## src/rtl/i2cm_pkg.sv

```systemverilog
package i2cm_pkg;

    localparam int unsigned BITS_PER_BYTE = 8;
    localparam int unsigned BIT_CNT_W = $clog2(BITS_PER_BYTE + 1);
    localparam int unsigned TICK_W = 16;
    localparam logic [TICK_W-1:0] PHASE_TICKS_RST = 16'd200;

    typedef enum logic [1:0] {
        MODE_START = 2'd0,
        MODE_STOP  = 2'd1,
        MODE_WRITE = 2'd2,
        MODE_READ  = 2'd3
    } i2cm_mode_t;

    typedef struct packed {
        logic       cmd_valid;
        i2cm_mode_t mode;
        logic [7:0] tx_data;
        logic       send_ack;
        logic       scl_in;
        logic       sda_in;
    } i2cm_in_t;

    typedef struct packed {
        logic       scl_pull_low;
        logic       sda_pull_low;
        logic       busy_res;
        logic       cmd_done;
        logic [7:0] rx_data;
        logic       slave_acked;
    } i2cm_out_t;

endpackage

```

## src/rtl/i2cm_engine.sv

```systemverilog
// Bus phase sequencer: one tick per enabled cycle.
module i2cm_engine (
    input  logic                          aclk,
    input  logic                          aresetn,
    input  logic                          en,
    input  i2cm_pkg::i2cm_in_t            tick,
    input  logic                          cfg_we,
    input  logic [i2cm_pkg::TICK_W-1:0]   cfg_wdata,
    output i2cm_pkg::i2cm_out_t           res
);
    import i2cm_pkg::*;

    typedef enum logic [3:0] {
        PH_FREE     = 4'd0,
        PH_HELD     = 4'd1,
        PH_ST_PREP  = 4'd2,
        PH_ST_REL   = 4'd3,
        PH_ST_SDA   = 4'd4,
        PH_ST_LOW   = 4'd5,
        PH_SP_LOW   = 4'd6,
        PH_SP_SCL   = 4'd7,
        PH_SP_REL   = 4'd8,
        PH_BIT_LOW  = 4'd9,
        PH_BIT_HIGH = 4'd10,
        PH_TAIL     = 4'd11
    } phase_t;

    phase_t                 phase_reg, phase_next;
    logic [BIT_CNT_W-1:0]   bit_count_reg, bit_count_next;
    logic [7:0]             shift_byte_reg, shift_byte_next;
    logic [TICK_W-1:0]      tick_count_reg, tick_count_next;
    i2cm_mode_t             active_mode_reg, active_mode_next;
    logic                   ack_to_send_reg, ack_to_send_next;
    logic                   ack_seen_reg, ack_seen_next;
    logic [7:0]             rx_hold_reg, rx_hold_next;
    logic [TICK_W-1:0]      phase_ticks_reg;

    logic                   idle;
    logic                   idle_next;
    logic                   scl_drv_cur;
    logic                   scl_drv_next;
    logic                   sda_drv_next;
    logic                   done;
    logic [TICK_W-1:0]      limit;
    logic [TICK_W-1:0]      tick_inc;
    logic                   byte_left;

    assign idle      = (phase_reg == PH_FREE) || (phase_reg == PH_HELD);
    assign idle_next = (phase_next == PH_FREE) || (phase_next == PH_HELD);
    assign limit     = (phase_ticks_reg == '0) ? TICK_W'(1) : phase_ticks_reg;
    assign tick_inc  = tick_count_reg + TICK_W'(1);
    assign byte_left = bit_count_reg < BIT_CNT_W'(BITS_PER_BYTE);

    // SCL is pulled low in these phases; all others release it
    function automatic logic scl_low(phase_t ph);
        logic r;
        unique case (ph)
            PH_HELD, PH_ST_PREP, PH_ST_LOW, PH_SP_LOW, PH_BIT_LOW, PH_TAIL: r = 1'b1;
            default: r = 1'b0;
        endcase
        return r;
    endfunction

    assign scl_drv_cur  = scl_low(phase_reg);
    assign scl_drv_next = scl_low(phase_next);

    always_comb begin
        phase_next       = phase_reg;
        bit_count_next   = bit_count_reg;
        shift_byte_next  = shift_byte_reg;
        tick_count_next  = tick_count_reg;
        active_mode_next = active_mode_reg;
        ack_to_send_next = ack_to_send_reg;
        ack_seen_next    = ack_seen_reg;
        rx_hold_next     = rx_hold_reg;
        done             = 1'b0;

        if (idle) begin
            if (tick.cmd_valid) begin
                active_mode_next = tick.mode;
                ack_to_send_next = tick.send_ack;
                bit_count_next   = '0;
                tick_count_next  = '0;
                unique case (tick.mode)
                    MODE_START: begin
                        phase_next = (phase_reg == PH_HELD) ? PH_ST_PREP : PH_ST_REL;
                    end
                    MODE_STOP: begin
                        // stop on a free bus finishes at once
                        if (phase_reg == PH_HELD) begin
                            phase_next = PH_SP_LOW;
                        end else begin
                            done = 1'b1;
                        end
                    end
                    MODE_WRITE: begin
                        shift_byte_next = tick.tx_data;
                        phase_next      = PH_BIT_LOW;
                    end
                    MODE_READ: begin
                        shift_byte_next = '0;
                        phase_next      = PH_BIT_LOW;
                    end
                    default: ;
                endcase
            end
        end else if (scl_drv_cur || tick.scl_in) begin
            // released-SCL phases stall here while a slave stretches the clock
            tick_count_next = tick_inc;
            if (tick_inc >= limit) begin
                tick_count_next = '0;
                unique case (phase_reg)
                    PH_ST_PREP: phase_next = PH_ST_REL;
                    PH_ST_REL:  phase_next = PH_ST_SDA;
                    PH_ST_SDA:  phase_next = PH_ST_LOW;
                    PH_ST_LOW: begin
                        phase_next = PH_HELD;
                        done       = 1'b1;
                    end
                    PH_SP_LOW:  phase_next = PH_SP_SCL;
                    PH_SP_SCL:  phase_next = PH_SP_REL;
                    PH_SP_REL: begin
                        phase_next = PH_FREE;
                        done       = 1'b1;
                    end
                    PH_BIT_LOW: phase_next = PH_BIT_HIGH;
                    PH_BIT_HIGH: begin
                        if (byte_left) begin
                            shift_byte_next = {shift_byte_reg[6:0],
                                               (active_mode_reg == MODE_READ) & tick.sda_in};
                            bit_count_next  = bit_count_reg + BIT_CNT_W'(1);
                            phase_next      = PH_BIT_LOW;
                        end else begin
                            if (active_mode_reg == MODE_WRITE) begin
                                ack_seen_next = ~tick.sda_in;
                            end else begin
                                rx_hold_next = shift_byte_reg;
                            end
                            phase_next = PH_TAIL;
                        end
                    end
                    PH_TAIL: begin
                        phase_next = PH_HELD;
                        done       = 1'b1;
                    end
                    default: phase_next = PH_FREE;
                endcase
            end
        end
    end

    // SDA drive from the state after this tick
    always_comb begin
        unique case (phase_next)
            PH_HELD, PH_ST_SDA, PH_ST_LOW, PH_SP_LOW, PH_SP_SCL: sda_drv_next = 1'b1;
            PH_BIT_LOW, PH_BIT_HIGH: begin
                if (bit_count_next < BIT_CNT_W'(BITS_PER_BYTE)) begin
                    sda_drv_next = (active_mode_next == MODE_WRITE) & ~shift_byte_next[7];
                end else begin
                    sda_drv_next = (active_mode_next == MODE_READ) & ack_to_send_next;
                end
            end
            PH_TAIL: sda_drv_next = (active_mode_next == MODE_READ) & ack_to_send_next;
            default: sda_drv_next = 1'b0;
        endcase
    end

    always_comb begin
        res.scl_pull_low = scl_drv_next;
        res.sda_pull_low = sda_drv_next;
        res.busy_res     = ~idle_next;
        res.cmd_done     = done;
        res.rx_data      = rx_hold_next;
        res.slave_acked  = ack_seen_next;
    end

    always_ff @(posedge aclk) begin
        if (!aresetn) begin
            phase_reg       <= PH_FREE;
            bit_count_reg   <= '0;
            shift_byte_reg  <= '0;
            tick_count_reg  <= '0;
            active_mode_reg <= MODE_START;
            ack_to_send_reg <= 1'b0;
            ack_seen_reg    <= 1'b0;
            rx_hold_reg     <= '0;
            phase_ticks_reg <= PHASE_TICKS_RST;
        end else begin
            if (en) begin
                phase_reg       <= phase_next;
                bit_count_reg   <= bit_count_next;
                shift_byte_reg  <= shift_byte_next;
                tick_count_reg  <= tick_count_next;
                active_mode_reg <= active_mode_next;
                ack_to_send_reg <= ack_to_send_next;
                ack_seen_reg    <= ack_seen_next;
                rx_hold_reg     <= rx_hold_next;
            end
            if (cfg_we) begin
                phase_ticks_reg <= cfg_wdata;
            end
        end
    end

    a_tick_only_busy: assert property (@(posedge aclk) disable iff (!aresetn)
        tick_count_reg != '0 |-> !idle)
        else $error("phase counter running while idle");

    a_bit_count_range: assert property (@(posedge aclk) disable iff (!aresetn)
        bit_count_reg <= BIT_CNT_W'(BITS_PER_BYTE))
        else $error("bit counter past ACK slot");

    a_done_ends_idle: assert property (@(posedge aclk) disable iff (!aresetn)
        en && done |-> idle_next)
        else $error("done flagged with command still running");

    a_hold_on_stall: assert property (@(posedge aclk) disable iff (!aresetn)
        !en |=> $stable(phase_reg) && $stable(tick_count_reg) && $stable(shift_byte_reg))
        else $error("engine state moved without a tick");

endmodule

```

## src/rtl/i2c_master_byte_engine.sv

```systemverilog
// Channel  | Ports                          | Word
// ---------+--------------------------------+-------------------------------------
// input    | s_valid s_ready s_data         | one bus tick: command + sampled lines
// result   | m_valid m_ready m_data         | drives, busy, done, rx byte, ack
// config   | cfg_valid cfg_ready cfg_data   | phase_ticks (ticks per bus phase)
//
// One word in, one word out, one word per cycle sustained while m_ready is high; each word
// passes the input register, then the phase sequencer into the result register.
// aresetn is synchronous, active low; phase_ticks resets to 200.
// A stall on m_ready freezes the sequencer; the input register still takes one
// word, then s_ready drops until the result register drains.
// cfg_ready is always high; write phase_ticks only while the engine is idle.
module i2c_master_byte_engine (
    input  logic                          aclk,
    input  logic                          aresetn,

    input  logic                          s_valid,
    output logic                          s_ready,
    input  i2cm_pkg::i2cm_in_t            s_data,

    output logic                          m_valid,
    input  logic                          m_ready,
    output i2cm_pkg::i2cm_out_t           m_data,

    input  logic                          cfg_valid,
    output logic                          cfg_ready,
    input  logic [i2cm_pkg::TICK_W-1:0]   cfg_data
);
    import i2cm_pkg::*;

    // input stage
    i2cm_in_t   in_reg;
    logic       in_vld_reg;

    // result stage
    i2cm_out_t  out_reg;
    logic       out_vld_reg;

    i2cm_out_t  res;
    logic       adv;    // sequencer consumes the held tick this cycle

    assign adv       = in_vld_reg && (!out_vld_reg || m_ready);
    assign s_ready   = !in_vld_reg || adv;
    assign cfg_ready = 1'b1;
    assign m_valid   = out_vld_reg;
    assign m_data    = out_reg;

    i2cm_engine u_engine (
        .aclk      (aclk),
        .aresetn   (aresetn),
        .en        (adv),
        .tick      (in_reg),
        .cfg_we    (cfg_valid),
        .cfg_wdata (cfg_data),
        .res       (res)
    );

    always_ff @(posedge aclk) begin
        if (!aresetn) begin
            in_vld_reg  <= 1'b0;
            out_vld_reg <= 1'b0;
        end else begin
            if (s_valid && s_ready) begin
                in_vld_reg <= 1'b1;
            end else if (adv) begin
                in_vld_reg <= 1'b0;
            end

            if (adv) begin
                out_vld_reg <= 1'b1;
            end else if (m_ready) begin
                out_vld_reg <= 1'b0;
            end
        end
    end

    // payload registers, no reset needed
    always_ff @(posedge aclk) begin
        if (s_valid && s_ready) begin
            in_reg <= s_data;
        end
        if (adv) begin
            out_reg <= res;
        end
    end

    a_no_overwrite: assert property (@(posedge aclk) disable iff (!aresetn)
        out_vld_reg && !m_ready |=> out_vld_reg && $stable(out_reg))
        else $error("result word dropped under stall");

    a_in_held: assert property (@(posedge aclk) disable iff (!aresetn)
        in_vld_reg && !adv |=> in_vld_reg && $stable(in_reg))
        else $error("held tick lost before the sequencer took it");

    a_done_not_busy: assert property (@(posedge aclk) disable iff (!aresetn)
        out_vld_reg && out_reg.cmd_done |-> !out_reg.busy_res)
        else $error("done reported while busy");

endmodule
```

## config.mk

```make
export PLATFORM = sky130hd
export DESIGN_NAME = i2c_master_byte_engine
export DESIGN_NICKNAME = d
export VERILOG_FILES = /design/src/rtl/i2cm_pkg.sv /design/src/rtl/i2cm_engine.sv /design/src/rtl/i2c_master_byte_engine.sv
export SDC_FILE = /design/constraint.sdc
export NUM_CORES = 1
export LEC_CHECK = 0
export ABC_CLOCK_PERIOD_IN_PS = 10600
export BUFFER_PORTS_ARGS = -buffer_cell sky130_fd_sc_hd__buf_2
export CAP_MARGIN = 10
export CELL_PAD_IN_SITES_DETAIL_PLACEMENT = 0
export CELL_PAD_IN_SITES_GLOBAL_PLACEMENT = 1
export CORE_MARGIN = 2
export CORE_UTILIZATION = 49
export CTS_CLUSTER_DIAMETER = 100
export DETAILED_ROUTE_END_ITERATION = 12
export HOLD_SLACK_MARGIN = 0.12
export PLACE_DENSITY_LB_ADDON = 0.1
export SETUP_SLACK_MARGIN = 0.2
export SLEW_MARGIN = 30
export SYNTH_ARGS = -nofsm -noshare
export SYNTH_HDL_FRONTEND = slang
export SYNTH_SLANG_ARGS = --single-unit
```

## constraint.sdc

```tcl
create_clock -name aclk -period 10.6 [get_ports aclk]
set_clock_uncertainty 0.1 [all_clocks]
set_input_delay 0.53 -clock aclk [delete_from_list [all_inputs] [get_ports aclk]]
set_output_delay 0.53 -clock aclk [all_outputs]
set_load 0.02 [all_outputs]
```

Word-level counts from Yosys, hierarchy flattened
Cells that the tools add are included.
Widths: inputs -> output; s select.
{"block": "word_totals", "elab_cells": 150, "output_inout_bits": 16, "regBits": 89}
{"block": "op_classes", "n_mux": 58, "magnitude_cmp": 3, "bitwise_logic": 6, "n_eq_ne": 29, "addsub": 2, "reduce_logical": 28}
{"op": "$mux 8", "n": 12}
{"op": "$mux 16", "n": 5}
{"op": "$mux 4", "n": 11}
{"op": "$eq 4x3->1 const B", "n": 8}
{"op": "$pmux 4 s8", "n": 1}
{"op": "$eq 4x4->1 const B", "n": 7}
{"op": "$mux 1", "n": 23}
{"op": "$add 16x1->16 const B", "n": 1}
{"op": "$ge 16x16->1", "n": 1}
{"op": "$logic_not 16->1", "n": 1}
{"op": "$pmux 8 s2", "n": 1}
{"op": "$eq 2x2->1 const B", "n": 6}
{"op": "$eq 4x2->1 const B", "n": 3}
{"op": "$pmux 4 s3", "n": 1}
{"op": "$reduce_bool 2->1", "n": 6}
{"op": "$reduce_or 6->1", "n": 2}
{"op": "$eq 4x1->1 const B", "n": 2}
{"op": "$logic_not 4->1", "n": 2}
{"op": "$lt 4x4->1 const B", "n": 2}
{"op": "$reduce_and 7->1", "n": 1}
{"op": "$mux 2", "n": 3}
{"op": "$reduce_or 2->1", "n": 3}
{"op": "$logic_or 1x1->1", "n": 5}
{"op": "$reduce_or 5->1", "n": 1}
{"op": "other kinds (12)", "n": 18}

Longest topological paths before layout
{"block": "depth", "depth_word": 11, "mapped_depth": 18}

Modules after synthesis
A second synthesis with hierarchy kept.
{"block": "hier_totals", "cells_unflattened": 479, "area_unflattened_um2": 4504.3}
{"module": "i2cm_engine", "n_inst": 1, "cells_per_inst": 441, "area_per_inst_um2": 3578.4, "seq_area_each_um2": 1201.2}
{"module": "i2c_master_byte_engine", "n_inst": 1, "cells_per_inst": 38, "area_per_inst_um2": 925.9, "seq_area_each_um2": 850.8}

Worst setup path after synthesis
OpenSTA, ideal clock, no wires.
{"block": "synth_timing", "kind": "register to register", "start": "reg u_engine.tick_count_reg[0]", "end": "reg out_reg (netlist bit m_data[11]) (data pin)", "path_stages_with_launch": 18, "arrival_ns": 4.113, "path_buffers": 1, "slack_ns": 6.222, "cell_sequence": "dfxtp_1 > ha_1 > and3_1 > nand3_1 > nor2_1 > and3_1 > nand3_1 > xnor2_1 > ha_1 > nand4_1 > or3_4 > or4b_1 > buf_6 > a31oi_2 > mux2_1 > o21ai_1 > a31oi_1 > o31ai_2"}
{"element": "start: declaration", "line_no": "i2cm_engine.sv:31", "rtl": "logic [TICK_W-1:0] tick_count_reg, tick_count_next;"}
{"element": "start signal: assignment", "line_no": "i2cm_engine.sv:193", "rtl": "tick_count_reg <= tick_count_next;"}
{"element": "end signal: assignment", "line_no": "i2c_master_byte_engine.sv:83", "rtl": "out_reg <= res;"}
{"element": "end: declaration", "line_no": "i2c_master_byte_engine.sv:36", "rtl": "i2cm_out_t out_reg;"}

==> metrics.txt <==
1st-iter DRT viols 191; CTS root buffer clkbuf_8; Fin Setup TNS 0 ns; CP max FO 11; pin count of the biggest net entering global routing 32; WP data required 10.69 ns; Syn Inst Count 491; Worst-Margin Slew 0.950 ns; Seq/Total Area, Yosys 44.1%; YS warnings 0; DRC 0; Tmin final 5.30 ns; cts bufs inserted 9; grt total ovfl 0; FF-to-FF Start u_engine.tick_count_reg[0]; Post-CTS Setup Bufs 0; Final Cell Area 5150 sq um; area of the die 10300 sq um; synthesized cell area 4660 sq um; number of global-route vias before repair 3516; Pleak 2.13 nW; placement-stage cell area 4960 sq um; Avg WL per Cell 15.3 um; DR vias 3608; Resized Gates After CTS 0; CTS max path bufs 2; Max-Cap Viols 0; Internal Power 0.491 mW; Flop pwr share 54.8%; combinational group share of total power 12.4%; synth top area cells dfxtp_1 (27%), edfxtp_1 (17%), nor2_1 (5.9%), mux2i_1 (5.8%), ha_1 (4.8%); worst reg2reg path endpoint m_data[11]; Hold Crit Start s_data[13]; Crit. End Element flip-flop; # nets final a little under 600; final core occ 55.8%; Synth top area share 26.6%; achievable frequency 0.189 GHz; final setup vio count 0; detailed placement HPWL 7370 um; CP startpoint kind flip-flop; WHS Endpoint in_reg[13]; # hold bufs at CTS 0; Distinct cells, synth 69; most common cell after layout, fill and taps aside nor2_1; WS Path Type reg2reg; layout cells sized above 1 18.2%; flop-to-flop setup slack 5.30 ns; total iterations of the first detailed-routing run 4; hold depth 1; Sw Ratio roughly 29%; RSZ-0062 raised after global routing false; Hold Path Class in2reg; most frequent cells in the layout nor2_1 (73), dfxtp_1 (62), buf_2 (49); period utilization approximately 50%; Clk pwr share 32.8%; number of diodes 0; Synth area leader dfxtp_1; crit-path max cell delay 0.69 ns; Buffers on Ports between 40 and 50; Post-synth EDFFs 27; r2r worst-path depth 16; outcome finished clean; syn_area_per_cell 9.49 sq um; Synth async-reset ratio 0%; VDD IR-drop max around 0.000095 V; clock slew at the register clock pins of the worst setup and hold paths 0.10 ns; Area Overhead vs Synth 10.6%; width of the die 102 um; area of the core 9240 sq um; first-pass GRT wire length 17200 um; Ports 51; GPL Wtd Cong 0.804; CTS HTree Levels 3; Seq cells post-synth 89; NetSw between 0.2 and 0.25 mW; clk_lat worst skew 0.36 ns; Initial Util between 50% and 60%; ys flop type dfxtp_1; Power Dens Cells 134 nW/um^2; gr usage total 21.1%; fin. max-slew vios 0; die height 102 um; drt total wl 10100 um; CTS tree built; worst relative slew slack a little over a third; syn nets 544; clock sinks 89; worst path cell trace ha_1 > and3_1 > nand3_1 > nor2_1 > and3_1 > nand3_1 > xnor2_1 > ha_1 > nand4_1 > or3_4 > or4b_1 > a31oi_2 > mux2_1 > o21ai_1 > a31oi_1 > o31ai_2; drt via density 5.46; Placement Rows 35; ANT nets after route 0; Worst Path Arrival ~5.4 ns; slowest cell on the critical path or4b_1; initial antenna violation count 0; final hold violations 0
power by group through the flow:
stage | logic [mW] | registers (mW) | clock network (mW)
6_report | 0.0860 | 0.379 | 0.227
3_3_place_gp | 0.0846 | 0.387 | 0
2_1_floorplan | 0.0641 | 0.383 | 0
4_1_cts | 0.0859 | 0.379 | 0.235
5_1_grt | 0.0969 | 0.381 | 0.247
3_5_place_dp | 0.0856 | 0.387 | 0
synth_stat cells, types with 13 or more instances:
cell       n
a21oi_1   22
a22oi_1   13
clkbuf_1  15
dfxtp_1   62
edfxtp_1  27
ha_1      18
inv_1     21
mux2i_1   27
nand2_1   34
nand3_1   13
nor2_1    73
o21ai_0   15
how the worst max path moves through the flow:
stage	from	to	slack, ns	cells past startpoint
final	u_engine.tick_count_reg[0]	m_data[11]	5.30	16
after global routing	u_engine.tick_count_reg[0]	m_data[11]	4.96	16
after CTS	u_engine.tick_count_reg[0]	m_data[11]	5.33	16
after detailed placement	u_engine.tick_count_reg[0]	m_data[11]	5.36	16
after global placement	u_engine.tick_count_reg[0]	m_data[11]	5.51	16
after floorplan	u_engine.tick_count_reg[0]	m_data[11]	6.22	17
layer usage:
metal | vias up | global-route usage, % | share of wire, %
li1 | 1846 | - | -
met5 | - | 0 | 0
met2 | 69 | 31.4 | 44
met1 | 1686 | 31.1 | 51
met3 | 7 | 4.00 | 3.9
met4 | 0 | 6.55 | 1.1
stage by stage:
stage / power [mW] / setup slack, ns / hold WS, ns / std cells
3_3_place_gp: 0.471 / 5.51 / 0.359 / 645
5_1_grt: 0.726 / 4.96 / 0.213 / 661
2_1_floorplan: 0.448 / 6.22 / 0.348 / 491
4_1_cts: 0.700 / 5.33 / 0.216 / 661
3_5_place_dp: 0.473 / 5.36 / 0.364 / 645
6_report: 0.692 / 5.30 / 0.236 / 661
area by class of cell:
| type | count | area [sq um] |
|---|---|---|
| clock buffers | 9 | 124 |
| clock inverters | 7 | 72.6 |
| fillers | 858 | 4090 |
| inverters | 21 | 78.8 |
| multi-input cells | 356 | 2410 |
| flip-flops and latches | 89 | 2050 |
| well taps | 129 | 161 |
| repair buffers | 50 | 253 |
logic make-up after synthesis:
kind of cell	after synthesis	synth area share, %
muxes	37	8.22
adders and majority gates	18	4.83
xor gates and xnor gates	16	3.01
buffers and inverters	46	4.30
and+or+nand+nor	184	20.0
other	1	0.0805
AOI/OAI and AO/OA	100	15.6
DFF	89	44.1
worst max-delay path, delay by kind of cell, from the launching register on:
kind                     cells  cell delay (ns)
XOR/XNOR                     1             0.16
AND/OR/NAND/NOR              8             2.39
adder cells (fa/ha/maj)      2             0.54
multiplexers                 1             0.38
flip-flops                   1             0.40
AO/OA/AOI/OAI                4             1.18
(Power assumes the default switching activity.)
